$ cat src/rtl/quadratic_bezier_segment_sampler_macros.svh
// ---------------------------------------------------------------------------
// Quadratic Bezier segment sampler assertion macros
// Shared assertion shorthands, clocked on i_clk and held off during reset.
// ---------------------------------------------------------------------------
`ifndef QUADRATIC_BEZIER_SEGMENT_SAMPLER_MACROS_SVH
`define QUADRATIC_BEZIER_SEGMENT_SAMPLER_MACROS_SVH

// The consequent must hold in the same cycle as the antecedent.
`define QBSS_ASSERT_NOW(label, ante, cons) \
    label: assert property (@(posedge i_clk) disable iff (!i_rst_n) \
        (ante) |-> (cons)) else $error("assertion failed: same cycle");

// The consequent must hold in the cycle after the antecedent.
`define QBSS_ASSERT_NEXT(label, ante, cons) \
    label: assert property (@(posedge i_clk) disable iff (!i_rst_n) \
        (ante) |=> (cons)) else $error("assertion failed: next cycle");

`endif

$ cat src/rtl/qbss_pkg.sv
// ---------------------------------------------------------------------------
// Quadratic Bezier segment sampler package
// Shared types and fixed constants of the sampler.
// ---------------------------------------------------------------------------
package qbss_pkg;

    localparam int COORD_W = 32;
    localparam int CTRL_W  = 34;
    localparam int ADDR_W  = 4;
    localparam int DATA_W  = 32;
    localparam int INTV_W  = 6;

    localparam logic [INTV_W-1:0]        INTERVALS_RST = 6'd20;
    localparam logic signed [COORD_W-1:0] CTRL_OFFSET_RST = 32'sd13107;
    localparam logic [COORD_W-1:0]        COORD_MAX = 32'h7FFF_FFFF;
    localparam logic [COORD_W-1:0]        COORD_MIN = 32'h8000_0000;

    // Register index, taken from paddr[3:2].
    localparam logic [1:0] REG_INTERVALS   = 2'd0;
    localparam logic [1:0] REG_T_STEP      = 2'd1;
    localparam logic [1:0] REG_CTRL_OFFSET = 2'd2;

    // One segment: start point, control point and end point.
    typedef struct packed {
        logic signed [COORD_W-1:0] x0;
        logic signed [COORD_W-1:0] y0;
        logic signed [CTRL_W-1:0]  x1;
        logic signed [CTRL_W-1:0]  y1;
        logic signed [COORD_W-1:0] x2;
        logic signed [COORD_W-1:0] y2;
    } t_seg;

    typedef struct packed {
        logic full;
        logic empty;
    } t_q_status;

    typedef enum logic {
        ST_IDLE,
        ST_RUN
    } t_back_state;

endpackage

$ cat src/rtl/qbss_queue.sv
// ---------------------------------------------------------------------------
// Segment queue
// Two-entry queue of segment descriptors between front and back end.
// ---------------------------------------------------------------------------
module qbss_queue (
    input  logic                 i_clk,
    input  logic                 i_rst_n,
    input  logic                 i_push,
    input  qbss_pkg::t_seg       i_seg,
    input  logic                 i_pop,
    output qbss_pkg::t_seg       o_seg,
    output qbss_pkg::t_q_status  o_stat
);

    qbss_pkg::t_seg r_mem [2];
    logic           r_wr_ptr;
    logic           r_rd_ptr;
    logic [1:0]     r_count;

    assign o_seg        = r_mem[r_rd_ptr];
    assign o_stat.full  = (r_count == 2'd2);
    assign o_stat.empty = (r_count == 2'd0);

    always_ff @(posedge i_clk) begin
        if (i_push) begin
            r_mem[r_wr_ptr] <= i_seg;
        end
    end

    always_ff @(posedge i_clk) begin
        if (!i_rst_n) begin
            r_wr_ptr <= 1'b0;
            r_rd_ptr <= 1'b0;
            r_count  <= 2'd0;
        end else begin
            if (i_push) begin
                r_wr_ptr <= !r_wr_ptr;
            end
            if (i_pop) begin
                r_rd_ptr <= !r_rd_ptr;
            end
            if (i_push && !i_pop) begin
                r_count <= r_count + 2'd1;
            end else if (i_pop && !i_push) begin
                r_count <= r_count - 2'd1;
            end
        end
    end

endmodule

$ cat config.mk
export PLATFORM = sky130hd
export DESIGN_NAME = qbss_queue
export DESIGN_NICKNAME = d
export VERILOG_FILES = /design/src/rtl/quadratic_bezier_segment_sampler_macros.svh /design/src/rtl/qbss_pkg.sv /design/src/rtl/qbss_queue.sv
export SDC_FILE = /design/constraint.sdc
export NUM_CORES = 1
export LEC_CHECK = 0
export BUFFER_PORTS_ARGS = -buffer_cell sky130_fd_sc_hd__buf_2
export CAP_MARGIN = 25
export CORE_ASPECT_RATIO = 0.7
export CORE_MARGIN = 4
export CORE_UTILIZATION = 47
export DETAILED_ROUTE_END_ITERATION = 10
export HOLD_SLACK_MARGIN = 0.03
export PLACE_DENSITY = 0.75
export SETUP_SLACK_MARGIN = 0.02
export SYNTH_ARGS = -nofsm -noshare
export SYNTH_HDL_FRONTEND = slang
export SYNTH_SLANG_ARGS = --single-unit
$ cat constraint.sdc
create_clock -name i_clk -period 9.4 [get_ports i_clk]
set_clock_uncertainty 0.15 [all_clocks]
set_input_delay 0.94 -clock i_clk [delete_from_list [all_inputs] [get_ports i_clk]]
set_output_delay 0.94 -clock i_clk [all_outputs]
set_load 0.05 [all_outputs]
---- After elaboration in Yosys (flattened, before gate mapping) ----
Memory sizes are Yosys's and may differ from the RTL's. A register that Yosys moved wholly into a read port is not among the register bits.
Cells that the tools add are included.
Widths: inputs -> output; s select.
storage, ports and cells
  flip-flop bits (word level) ............. 4
  latch bits .............................. 0
  RAM bits ................................ 392
  bits in read-only memories .............. 0
  input bits .............................. 200
  output and inout bits ................... 198
  word-level logic and storage cells ...... 21
  memories kept ........................... 1
memories
  name   depth  bits a word  read ports  clocked after memory_dff  wr ports  RTL line          source
  r_mem  2      196          1           1                         1         qbss_queue.sv:15  qbss_pkg::t_seg r_mem [2];
cells by class
  add/subtract/negate cells ............... 2
  multipliers ............................. 0
  div/mod/pow operators ................... 0
  $lt $le $gt $ge ......................... 0
  eq/ne operators ......................... 1
  shifts and indexed selects .............. 0
  mux-type cells .......................... 6
  bitwise operators ....................... 0
  reductions and logical operators ........ 8
operators with widths
  operator             count
  $logic_not 1->1      4
  $mux 1               4
  $mux 2               2
  $add 2x1->2 const B  1
  $eq 2x2->1 const B   1
  $logic_and 1x1->1    2
  $logic_not 2->1      1
  $reduce_bool 2->1    1
  $sub 2x1->2 const B  1

---- Longest topological paths before layout ----
  depth after elaboration ................. 4
  mapped depth ............................ 5
  gate-level depth less buffers ........... 5

---- Worst setup path after synthesis ----
No wires, ideal clock.
  path type ............................... input port to flip-flop
  start ................................... in i_push
  end ..................................... reg r_wr_ptr
  setup time .............................. 98 ps
  data arrival time ....................... 10114 ps
  data required time ...................... 9152 ps
  setup slack ............................. -962 ps
  stages .................................. 2
  buffers on the path ..................... 0
  cells stage by stage .................... nor2b_1 o21a_1
RTL lines
  item                  RTL line          source
  from (decl)           qbss_queue.sv:8   input logic i_push,
  to (signal assigned)  qbss_queue.sv:37  r_wr_ptr <= !r_wr_ptr;
  to (decl)             qbss_queue.sv:16  logic r_wr_ptr;

==> impl_metrics.tcl <==
set metrics [dict create \
    portBuffers 397 \
    synth_cell_types 17 \
    cts_max_path_buffers 3 \
    grt_overflow 0 \
    crit_slowest_cell "dfxtp_4" \
    slew_headroom_pct 30.7 \
    clk_pin_slew_ns 0.06 \
    dp_hpwl_um 21800 \
    avgSynthCellArea_um2 23.6 \
    syn_nets 833 \
    utilization_pct 59.3 \
    setup_viol 0 \
    grt_pass1_vias 7724 \
    root_buffer "clkbuf_16" \
    reg2reg_depth 3 \
    vias_per_cell 4.93 \
    finalCriticalPeriod_ns 4.71 \
    cp_max_fo 57 \
    cts.sinks 397 \
    post_drt_wl_per_cell_um 20.8 \
    wl_um 31200 \
    clkLatencyLatePin_ns 0.52 \
    gp_congestion 0.812 \
    finalNonFillerCells 1505 \
    start_kind "flop" \
    cts_tree "yes" \
    numCtsBuffers 39 \
    finalHoldViolCount 0 \
    path_depth 4 \
    multiInputGateArea_um2 2860 \
    critical_path_required_ns 8.31 \
    ir_drop_v 0.000212 \
    ys_ff_latch 397 \
    grt_usage_pct 17.2 \
    drcViolationCount 0 \
    arrival_ns 3.62 \
    p_leak_nw 7.23 \
    yosys_warnings 0 \
    hold_buffers 0 \
    start_util_pct 47.9 \
    detail-route-antenna-nets 0 \
    cp-end-kind "primary output" \
    placementRows 54 \
    syn2layout_area_growth_pct 24.0 \
    area.sequential_um2 11900 \
    dp_cells 1435 \
    drv_slew 0 \
    fp.dieW_um 221 \
    min_path_type "flop to flop" \
    finish.net_count 1257 \
    die_h_um 157 \
    power_per_cell_area_nw_per_um2 230 \
    h-tree-depth 2 \
    fin_ws_ns 4.69 \
    crit_path_frequent_cell "buf_4" \
    fin_tns_setup_ns 0 \
    drtIter0Drc 517 \
    syn-instance-count 632 \
    maxCapViolCount 0 \
    ctsResizeCount 0 \
    post-route-period-util_pct 50.1 \
    ios 398 \
    vias 7425 \
    post-cts-setup-buffers 0 \
    status "finished, final reports clean" \
    firstDrtPassIters 5 \
    max_stage_delay_ns 0.85 \
    dieArea_um2 34700 \
    grt_antenna_before_repair 2 \
    syn_area_um2 14900 \
    drive_gt1_share_pct 60.8 \
    finalPower_mw 4.26 \
    worst_pin_slew_ns 1.04 \
    fillers 2319 \
    ys_seq_area_share_pct 79.5 \
    min_delay_path_depth 2 \
    core_area_um2 31200 \
    crit_chain "buf_4 > buf_4 > mux2_4 > buf_2" \
    pre_cts_slack_ns 5.23 \
    critPathKind "flop to primary output" \
    grt_max_degree 77 \
    rsz0062_at_grt "false" \
    grt_pass1_wl_um 46100 \
    fmax_ghz 0.212 \
    path_buf_inv 3 \
    crit_family "buffers and inverters" \
]
[cell usage after synthesis]
master    count  share of area, %
a21boi_0      1             0.050
and2_1        4              0.17
buf_2         5              0.17
buf_6        17               1.3
dfxtp_1       5              0.67
edfxtp_1    392                79
ha_1          1             0.084
inv_1         1             0.025
mux2_2       56               4.2
mux2_4      140                14
nor2_1        1             0.025
nor2b_1       3              0.13
o21a_1        1             0.050
o21ai_0       1             0.033
or3_1         1             0.042
xnor2_1       1             0.059
xor2_1        2              0.12
[routing by layer]
metal | global-route usage (%) | vias up | wire (um)
met1 | 22.9 | 3703 | 13000
met5 | 0 | - | 13
li1 | - | 3370 | -
met3 | 5.82 | 45 | 2540
met4 | 5.14 | 2 | 687
met2 | 27.3 | 305 | 15000
[path summary, 6_finish.rpt]
check                            end  slack (ns)                    start
min          r_count[1]$_SDFFE_PN0P_        0.37  r_count[1]$_SDFFE_PN0P_
max                        o_seg[58]        4.69                     flop
max reg2reg   r_mem[0][48]$_DFFE_PP_        6.42    r_wr_ptr$_SDFFE_PN0P_
min reg2reg  r_count[1]$_SDFFE_PN0P_        0.37  r_count[1]$_SDFFE_PN0P_
[cells in the final DEF (no fill, tap or decap), types with 3 or more instances in the layout]
| master | n |
|---|---|
| buf_2 | 397 |
| edfxtp_1 | 392 |
| mux2_4 | 140 |
| mux2_2 | 56 |
| clkbuf_16 | 39 |
| clkinv_1 | 10 |
| buf_4 | 8 |
| clkinv_2 | 5 |
| clkbuf_1 | 4 |
| dfxtp_1 | 4 |
| and2_1 | 3 |
| inv_6 | 3 |
| bufinv_16 | 3 |
[through the flow]
step	cell area, um^2	hold slack (ns)
final	18500	0.371
after global routing	18500	0.390
after CTS	18500	0.376
after detailed placement	17300	0.373
after global placement	17300	0.347
after floorplan	14900	0.323
[final cells by class]
cell class | count | area share (%)
inverters | 1 | 0.0203
flip-flops and latches | 397 | 64.1
repair buffers | 405 | 11.1
well taps | 420 | 2.84
diodes | 2 | 0.0270
multi-input cells | 212 | 15.4
clock inverters | 25 | 1.16
clock buffers | 43 | 5.35
[where the power goes]
| part | internal (mW) | leakage [nW] | switching (mW) |
|---|---|---|---|
| registers | 2.05 | 3.72 | 0.0346 |
| logic | 0.220 | 2.92 | 0.479 |
| clock network | 0.847 | 0.591 | 0.632 |
[registers in the layout, summed over array words and instances, names as in the netlist, named ones only]
register,flops
r_count,2
r_mem,392
r_rd_ptr,1
r_wr_ptr,1
[worst reg2reg max path, stage by stage (launching register included)]
cell and delay, ns:
dfxtp_1 0.34, nor2b_4 0.66, buf_4 0.53, buf_4 0.80
[cell families (layout without fill, tap and decap cells)]
group	Yosys count	count (layout)	share of synthesized area (%)
DFF	397	397	79.5
muxes	196	196	18.3
buffers and inverters	23	474	1.47
and+or+nand+nor	9	9	0.360
AOI/OAI and AO/OA	3	3	0.134
xor gates and xnor gates	3	3	0.176
adders and majority gates	1	1	0.0838
other	0	2	0
No activity file was read; power rests on OpenSTA's default activity.
