[config.mk]
export PLATFORM = sky130hd
export DESIGN_NAME = qbss_front
export DESIGN_NICKNAME = d
export VERILOG_FILES = /design/src/rtl/quadratic_bezier_segment_sampler_macros.svh /design/src/rtl/qbss_pkg.sv /design/src/rtl/qbss_front.sv
export SDC_FILE = /design/constraint.sdc
export NUM_CORES = 1
export LEC_CHECK = 0
export BUFFER_PORTS_ARGS = -buffer_cell sky130_fd_sc_hd__buf_4
export CORE_ASPECT_RATIO = 0.8
export CORE_MARGIN = 4
export CORE_UTILIZATION = 53
export CTS_CLUSTER_SIZE = 25
export DETAILED_ROUTE_END_ITERATION = 10
export HOLD_SLACK_MARGIN = 0.15
export PLACE_DENSITY = 0.93
export SYNTH_ARGS = -nofsm -noshare
export SYNTH_HDL_FRONTEND = slang
export SYNTH_SLANG_ARGS = --single-unit
[constraint.sdc]
create_clock -name i_clk -period 4.77 [get_ports i_clk]
set_clock_uncertainty 0.1 [all_clocks]
set_input_delay 0.2385 -clock i_clk [delete_from_list [all_inputs] [get_ports i_clk]]
set_output_delay 0.2385 -clock i_clk [all_outputs]
set_load 0.005 [all_outputs]
[src/rtl/quadratic_bezier_segment_sampler_macros.svh]
// ---------------------------------------------------------------------------
// Quadratic Bezier segment sampler assertion macros
// Shared assertion shorthands, clocked on i_clk and held off during reset.
// ---------------------------------------------------------------------------
`ifndef QUADRATIC_BEZIER_SEGMENT_SAMPLER_MACROS_SVH
`define QUADRATIC_BEZIER_SEGMENT_SAMPLER_MACROS_SVH

// The consequent must hold in the same cycle as the antecedent.
`define QBSS_ASSERT_NOW(label, ante, cons) \
    label: assert property (@(posedge i_clk) disable iff (!i_rst_n) \
        (ante) |-> (cons)) else $error("assertion failed: same cycle");

// The consequent must hold in the cycle after the antecedent.
`define QBSS_ASSERT_NEXT(label, ante, cons) \
    label: assert property (@(posedge i_clk) disable iff (!i_rst_n) \
        (ante) |=> (cons)) else $error("assertion failed: next cycle");

`endif

[src/rtl/qbss_pkg.sv]
// ---------------------------------------------------------------------------
// Quadratic Bezier segment sampler package
// Shared types and fixed constants of the sampler.
// ---------------------------------------------------------------------------
package qbss_pkg;

    localparam int COORD_W = 32;
    localparam int CTRL_W  = 34;
    localparam int ADDR_W  = 4;
    localparam int DATA_W  = 32;
    localparam int INTV_W  = 6;

    localparam logic [INTV_W-1:0]        INTERVALS_RST = 6'd20;
    localparam logic signed [COORD_W-1:0] CTRL_OFFSET_RST = 32'sd13107;
    localparam logic [COORD_W-1:0]        COORD_MAX = 32'h7FFF_FFFF;
    localparam logic [COORD_W-1:0]        COORD_MIN = 32'h8000_0000;

    // Register index, taken from paddr[3:2].
    localparam logic [1:0] REG_INTERVALS   = 2'd0;
    localparam logic [1:0] REG_T_STEP      = 2'd1;
    localparam logic [1:0] REG_CTRL_OFFSET = 2'd2;

    // One segment: start point, control point and end point.
    typedef struct packed {
        logic signed [COORD_W-1:0] x0;
        logic signed [COORD_W-1:0] y0;
        logic signed [CTRL_W-1:0]  x1;
        logic signed [CTRL_W-1:0]  y1;
        logic signed [COORD_W-1:0] x2;
        logic signed [COORD_W-1:0] y2;
    } t_seg;

    typedef struct packed {
        logic full;
        logic empty;
    } t_q_status;

    typedef enum logic {
        ST_IDLE,
        ST_RUN
    } t_back_state;

endpackage

[src/rtl/qbss_front.sv]
// ---------------------------------------------------------------------------
// Sampler front end
// Accepts waypoints, keeps the previous one and builds segment descriptors.
// ---------------------------------------------------------------------------
module qbss_front (
    input  logic                                  i_clk,
    input  logic                                  i_rst_n,
    input  logic                                  i_valid,
    output logic                                  o_stall,
    input  logic signed [qbss_pkg::COORD_W-1:0]   i_way_x,
    input  logic signed [qbss_pkg::COORD_W-1:0]   i_way_y,
    input  logic                                  i_path_start,
    input  logic signed [qbss_pkg::COORD_W-1:0]   i_control_offset,
    input  qbss_pkg::t_q_status                   i_q_stat,
    output logic                                  o_push,
    output qbss_pkg::t_seg                        o_seg
);

    logic signed [qbss_pkg::COORD_W-1:0] r_prev_x;
    logic signed [qbss_pkg::COORD_W-1:0] r_prev_y;
    logic                                r_have_prev;
    logic                                accept;
    logic signed [qbss_pkg::COORD_W:0]   sum_x;
    logic signed [qbss_pkg::COORD_W:0]   sum_y;
    logic signed [qbss_pkg::COORD_W:0]   mid_x;
    logic signed [qbss_pkg::COORD_W:0]   mid_y;
    logic signed [qbss_pkg::CTRL_W-1:0]  off_ext;

    assign o_stall = i_q_stat.full;
    assign accept  = i_valid && !i_q_stat.full;
    // A waypoint without a stored predecessor only starts a path.
    assign o_push  = accept && !i_path_start && r_have_prev;

    always_comb begin
        sum_x   = {r_prev_x[31], r_prev_x} + {i_way_x[31], i_way_x};
        sum_y   = {r_prev_y[31], r_prev_y} + {i_way_y[31], i_way_y};
        mid_x   = sum_x >>> 1;
        mid_y   = sum_y >>> 1;
        off_ext = {{2{i_control_offset[31]}}, i_control_offset};
        o_seg.x0 = r_prev_x;
        o_seg.y0 = r_prev_y;
        o_seg.x1 = {mid_x[32], mid_x} + off_ext;
        o_seg.y1 = {mid_y[32], mid_y} + off_ext;
        o_seg.x2 = i_way_x;
        o_seg.y2 = i_way_y;
    end

    always_ff @(posedge i_clk) begin
        if (!i_rst_n) begin
            r_prev_x    <= '0;
            r_prev_y    <= '0;
            r_have_prev <= 1'b0;
        end else if (accept) begin
            r_prev_x    <= i_way_x;
            r_prev_y    <= i_way_y;
            r_have_prev <= 1'b1;
        end
    end

endmodule

# Word-level counts from Yosys, hierarchy flattened
# Index checks and enable logic that the tools add are counted.
# W data, S select, Z words.
dict set report word_totals {
  wordCells 12
  out_inout_bits 198
  reg_bits 65
  in_bits 102
}
dict set report classes {
  reduce_logical 5
  add_sub_neg 4
}
# op count
set ops {}
lappend ops {{$add A32 B32 Y33} 4}
lappend ops {{$logic_and A1 B1 Y1} 3}
lappend ops {{$logic_not A1 Y1} 2}

# Depth between registers and ports, before layout
dict set report depth {
  word_depth 4
  mapped_depth 21
  depth_no_buf 19
}

# Worst setup path after synthesis
# Ideal clock, no wire load.
dict set report synth_timing {
  path_type {register to output}
  start {register r_prev_x[1] (netlist bit)}
  end {output o_seg[127] (netlist bit)}
  t_required_ns 4.431
  t_arrival_ns 3.806
  stages_incl_launch_ff 20
  slack_ns 0.625
  path_buffers 0
  path_cell_list {dfxtp_1 > inv_1 > fa_1 > nand2b_1 > a21oi_1 > a21oi_1 > o21ai_1 > a21boi_0 > o211ai_1 > o211ai_1 > xnor2_1 > ha_1 > nand2_1 > nor3_1 > nand3_1 > o211a_1 > o31a_1 > o21ai_0 > a221oi_1 > xnor2_1}
}
# item line
set synth_lines {}
lappend synth_lines {{start: declaration} qbss_front.sv:19} ;# logic signed [qbss_pkg::COORD_W-1:0] r_prev_x;
lappend synth_lines {{start signal: assignment} qbss_front.sv:54} ;# r_prev_x <= i_way_x;
lappend synth_lines {{end: declaration} qbss_front.sv:16} ;# output qbss_pkg::t_seg o_seg

==> run metrics <==
status finished, violations left; violated checks setup timing; hold_sp i_way_x[19]; Post-synth ARST share 0%; Reg power frac 16.4%; worst min path class in -> reg; Die Span Y between 100 and 150 µm; gpl congestion 0.939; share of layout cells above drive strength 1 30.6%; reg2reg setup slack ~3.8 ns; DP HPWL 24000 µm; Max FO, Critical Path 5; routed wire length about 35000 µm; arrival time worst endpoint ~4.5 ns; Seq/Total Area, Yosys between 10% and 20%; Netlist Area Pre-Place 0.00942 mm²; proportion of power drawn by combinational gates a little over three fifths; RR Startpoint r_prev_x[17]; Post-Synthesis Cells about 1300; CTS tree done; required time worst endpoint 4.43 ns; nets 1798; Syn Area/Cell about 7.4 µm²; WS Path Type in -> out; # port buffers 298; Main synth FF type dfxtp_1; CP cell instances dlygate4sd3_1 > ha_4 > nand4_1 > nor3_2 > nor4_2 > o21bai_1 > a221oi_4 > o21a_1 > o41ai_2 > xnor2_1 > ha_2 > nor2b_2 > o21ai_1 > nand2b_1 > a21o_1 > nand2_1 > o31ai_1 > a311oi_1 > buf_4; Synth top cells by count nand2_1, ha_1, a21oi_1; worst-margin pin slew 0.749 ns; number of global-route vias before repair around 10000; Finished Core Util between 70% and 80%; Die ar. between 0.015 and 0.02 mm²; Reg2Reg Depth 2; Sw Pwr approximately 1.5 mW; RR Endpoint r_prev_x[17]; Clock Tree Buf Depth 2; Yosys top cell by area ha_1; Worst Hold Path EP r_prev_x[19]; Final Hold Vio Count 0; vias per cell 6.11; grt ovf 0; CP Capture Type output pin; Post-synth EDFFs 0; Largest stage delay, worst path 0.62 ns; final period utilization 101%; Area growth, synth to finish 39.2%; DR iter-0 viols 898; PwrDens about 280 mW/mm²; Final setup viols 1; Ports 300; Startpoint Class input port; Max Clk Rate 208 MHz; Final min period about 4.8 ns; Hold Path Stages 3; Slew headroom between 50% and 60%; via count around 11000; reported max-cap violation count 0; Max Transition Viols Final 0; Synth area leaders ha_1, dfxtp_1, nand2_1, xnor2_1, a21oi_1; Initial Utilization between 50% and 60%; CP delay by family, top compound AO/OA/AOI/OAI gates; aggregate global-route resource usage 30.7%; TritonCTS Buffers 9; Slowest cell on crit path dlygate4sd3_1; drc violations 0; initial antenna violation count 0; Synth cell types 65; switching portion of total power a little over 40%; Avg WL per Cell about 19 µm; Clock Latency Late Sink 0.34 ns; fin cells about 1800; DRT Pass-1 Iters 5; VDD IR max ~200 µV; FF+latch count, synth 65; placed cells between 1500 and 2000; Rows 43; CTS Sinks 65; Yosys Warn Count 0; CP Buf/Inv Count 2; Post-Syn Nets around 1500; share of the synthesized area in the top cell type ~17%; Antenna Nets Post-Route 0; first-pass GRT wire length roughly 50000 µm; clk root buf clkbuf_16; Static Leak between 6 and 7 nW; Max H-tree Level 3; core area 0.0174 mm²; largest net degree at the start of global routing 66; Pint 2.14 mW; worst setup margin -0.0263 ns; die width around 160 µm; clock network power share between 20% and 30%; most frequent cell after synthesis nand2_1; Reg clk slew, reported paths approximately 0.060 ns
[placed cells by master (no fill, tap or decap), types with 9 or more instances in the layout]
cell,netlist,routed
ha_4,0,12
nand4_1,25,25
inv_1,31,31
a21boi_0,70,66
nand2b_1,16,14
ha_2,0,23
ha_1,128,93
o21bai_1,16,15
o211ai_1,9,9
nor2b_1,13,11
nor3_1,12,9
buf_4,67,333
clkbuf_16,0,9
o21a_1,18,18
xnor2_1,76,75
dfxtp_1,65,57
nor2_1,65,62
xor2_1,37,33
a211oi_1,12,10
a21oi_1,116,100
a21oi_2,0,15
o21ai_1,5,9
nand3_1,22,22
dlygate4sd3_1,0,62
nand2_1,201,199
a21o_1,56,56
o21ai_0,50,40
a31oi_1,16,15
[state kept, by name, indices dropped and copies added (netlist names)]
signal,cells
r_have_prev,1
r_prev_x,32
r_prev_y,32
[routing by layer]
layer / GRT usage [%] / wire [µm] / up-vias
li1: - / - / 5095
met1: 39.9 / 14300 / 5124
met2: 50.4 / 16300 / 628
met3: 5.62 / 2810 / 125
met4: 12.6 / 1520 / 0
met5: 0 / 0 / -
[worst max-delay path by stage]
stage | from | endpoint | slack (ns) | cells past startpoint
floorplan | r_prev_x[1] | o_seg[127] | 0.63 | 19
global placement | i_way_y[2] | o_seg[90] | 0.22 | 17
detailed placement | i_way_y[2] | o_seg[94] | 0.11 | 17
CTS | r_prev_x[5] | o_seg[129] | 0.0003 | 19
global route | i_way_x[17] | o_seg[129] | -0.19 | 19
finish | i_way_x[18] | o_seg[129] | -0.03 | 19
[tightest hold or removal path: stages]
cell and delay [ns]:
dlymetal6s4s_1 0.29, nand2_1 0.08, a21boi_0 0.08
[logic make-up (layout without fill, tap and decap cells)]
| group | count (synthesis) | after routing | synth area share, % |
|---|---|---|---|
| fa+ha+maj | 132 | 132 | 17.8 |
| buf+inv | 150 | 445 | 8.64 |
| compound gates | 421 | 421 | 30.3 |
| flops | 65 | 65 | 13.8 |
| simple gates | 393 | 393 | 18.9 |
| other cells | 0 | 1 | 0 |
| xor+xnor | 113 | 113 | 10.5 |
[area by class of cell]
cell class                 instances  area [µm²]
fill                            1171        4260
multi-input combinational       1059        7930
tap                              225         282
timing repair buffer             398        3160
sequential                        65        1310
clock buffer                       9         225
antenna                            1        2.50
clock inverter                     7        93.8
inverter                          31         116
[power groups by stage]
stage | clock [mW] | sequential (mW) | combinational, mW
floorplan | 0 | 0.600 | 1.18
global placement | 0 | 0.600 | 1.92
detailed placement | 0 | 0.601 | 1.96
CTS | 0.754 | 0.589 | 2.05
global route | 0.783 | 0.596 | 2.43
finish | 0.749 | 0.593 | 2.28
[per-stage QoR]
stage          TNS, ns  hold WS [ns]  total power, mW  setup slack [ns]  instance area (µm²)
6_report       -0.0263         0.294             3.62           -0.0263                13100
2_1_floorplan        0         0.283             1.78             0.625                 9420
3_3_place_gp         0         0.342             2.52             0.217                11300
5_1_grt         -0.918         0.299             3.81            -0.186                13100
4_1_cts              0         0.315             3.40          0.000331                12400
3_5_place_dp         0         0.352             2.56             0.110                11300
[repair_timing]
action,4_1_cts,5_1_grt
cloned,0,0
setup endpoints to repair,16,29
hold buffers,64,0
resized for setup,20,133
hold endpoints to repair,64,0
pin swaps,6,57
setup buffers,6,26
(Power assumes the default switching activity.)
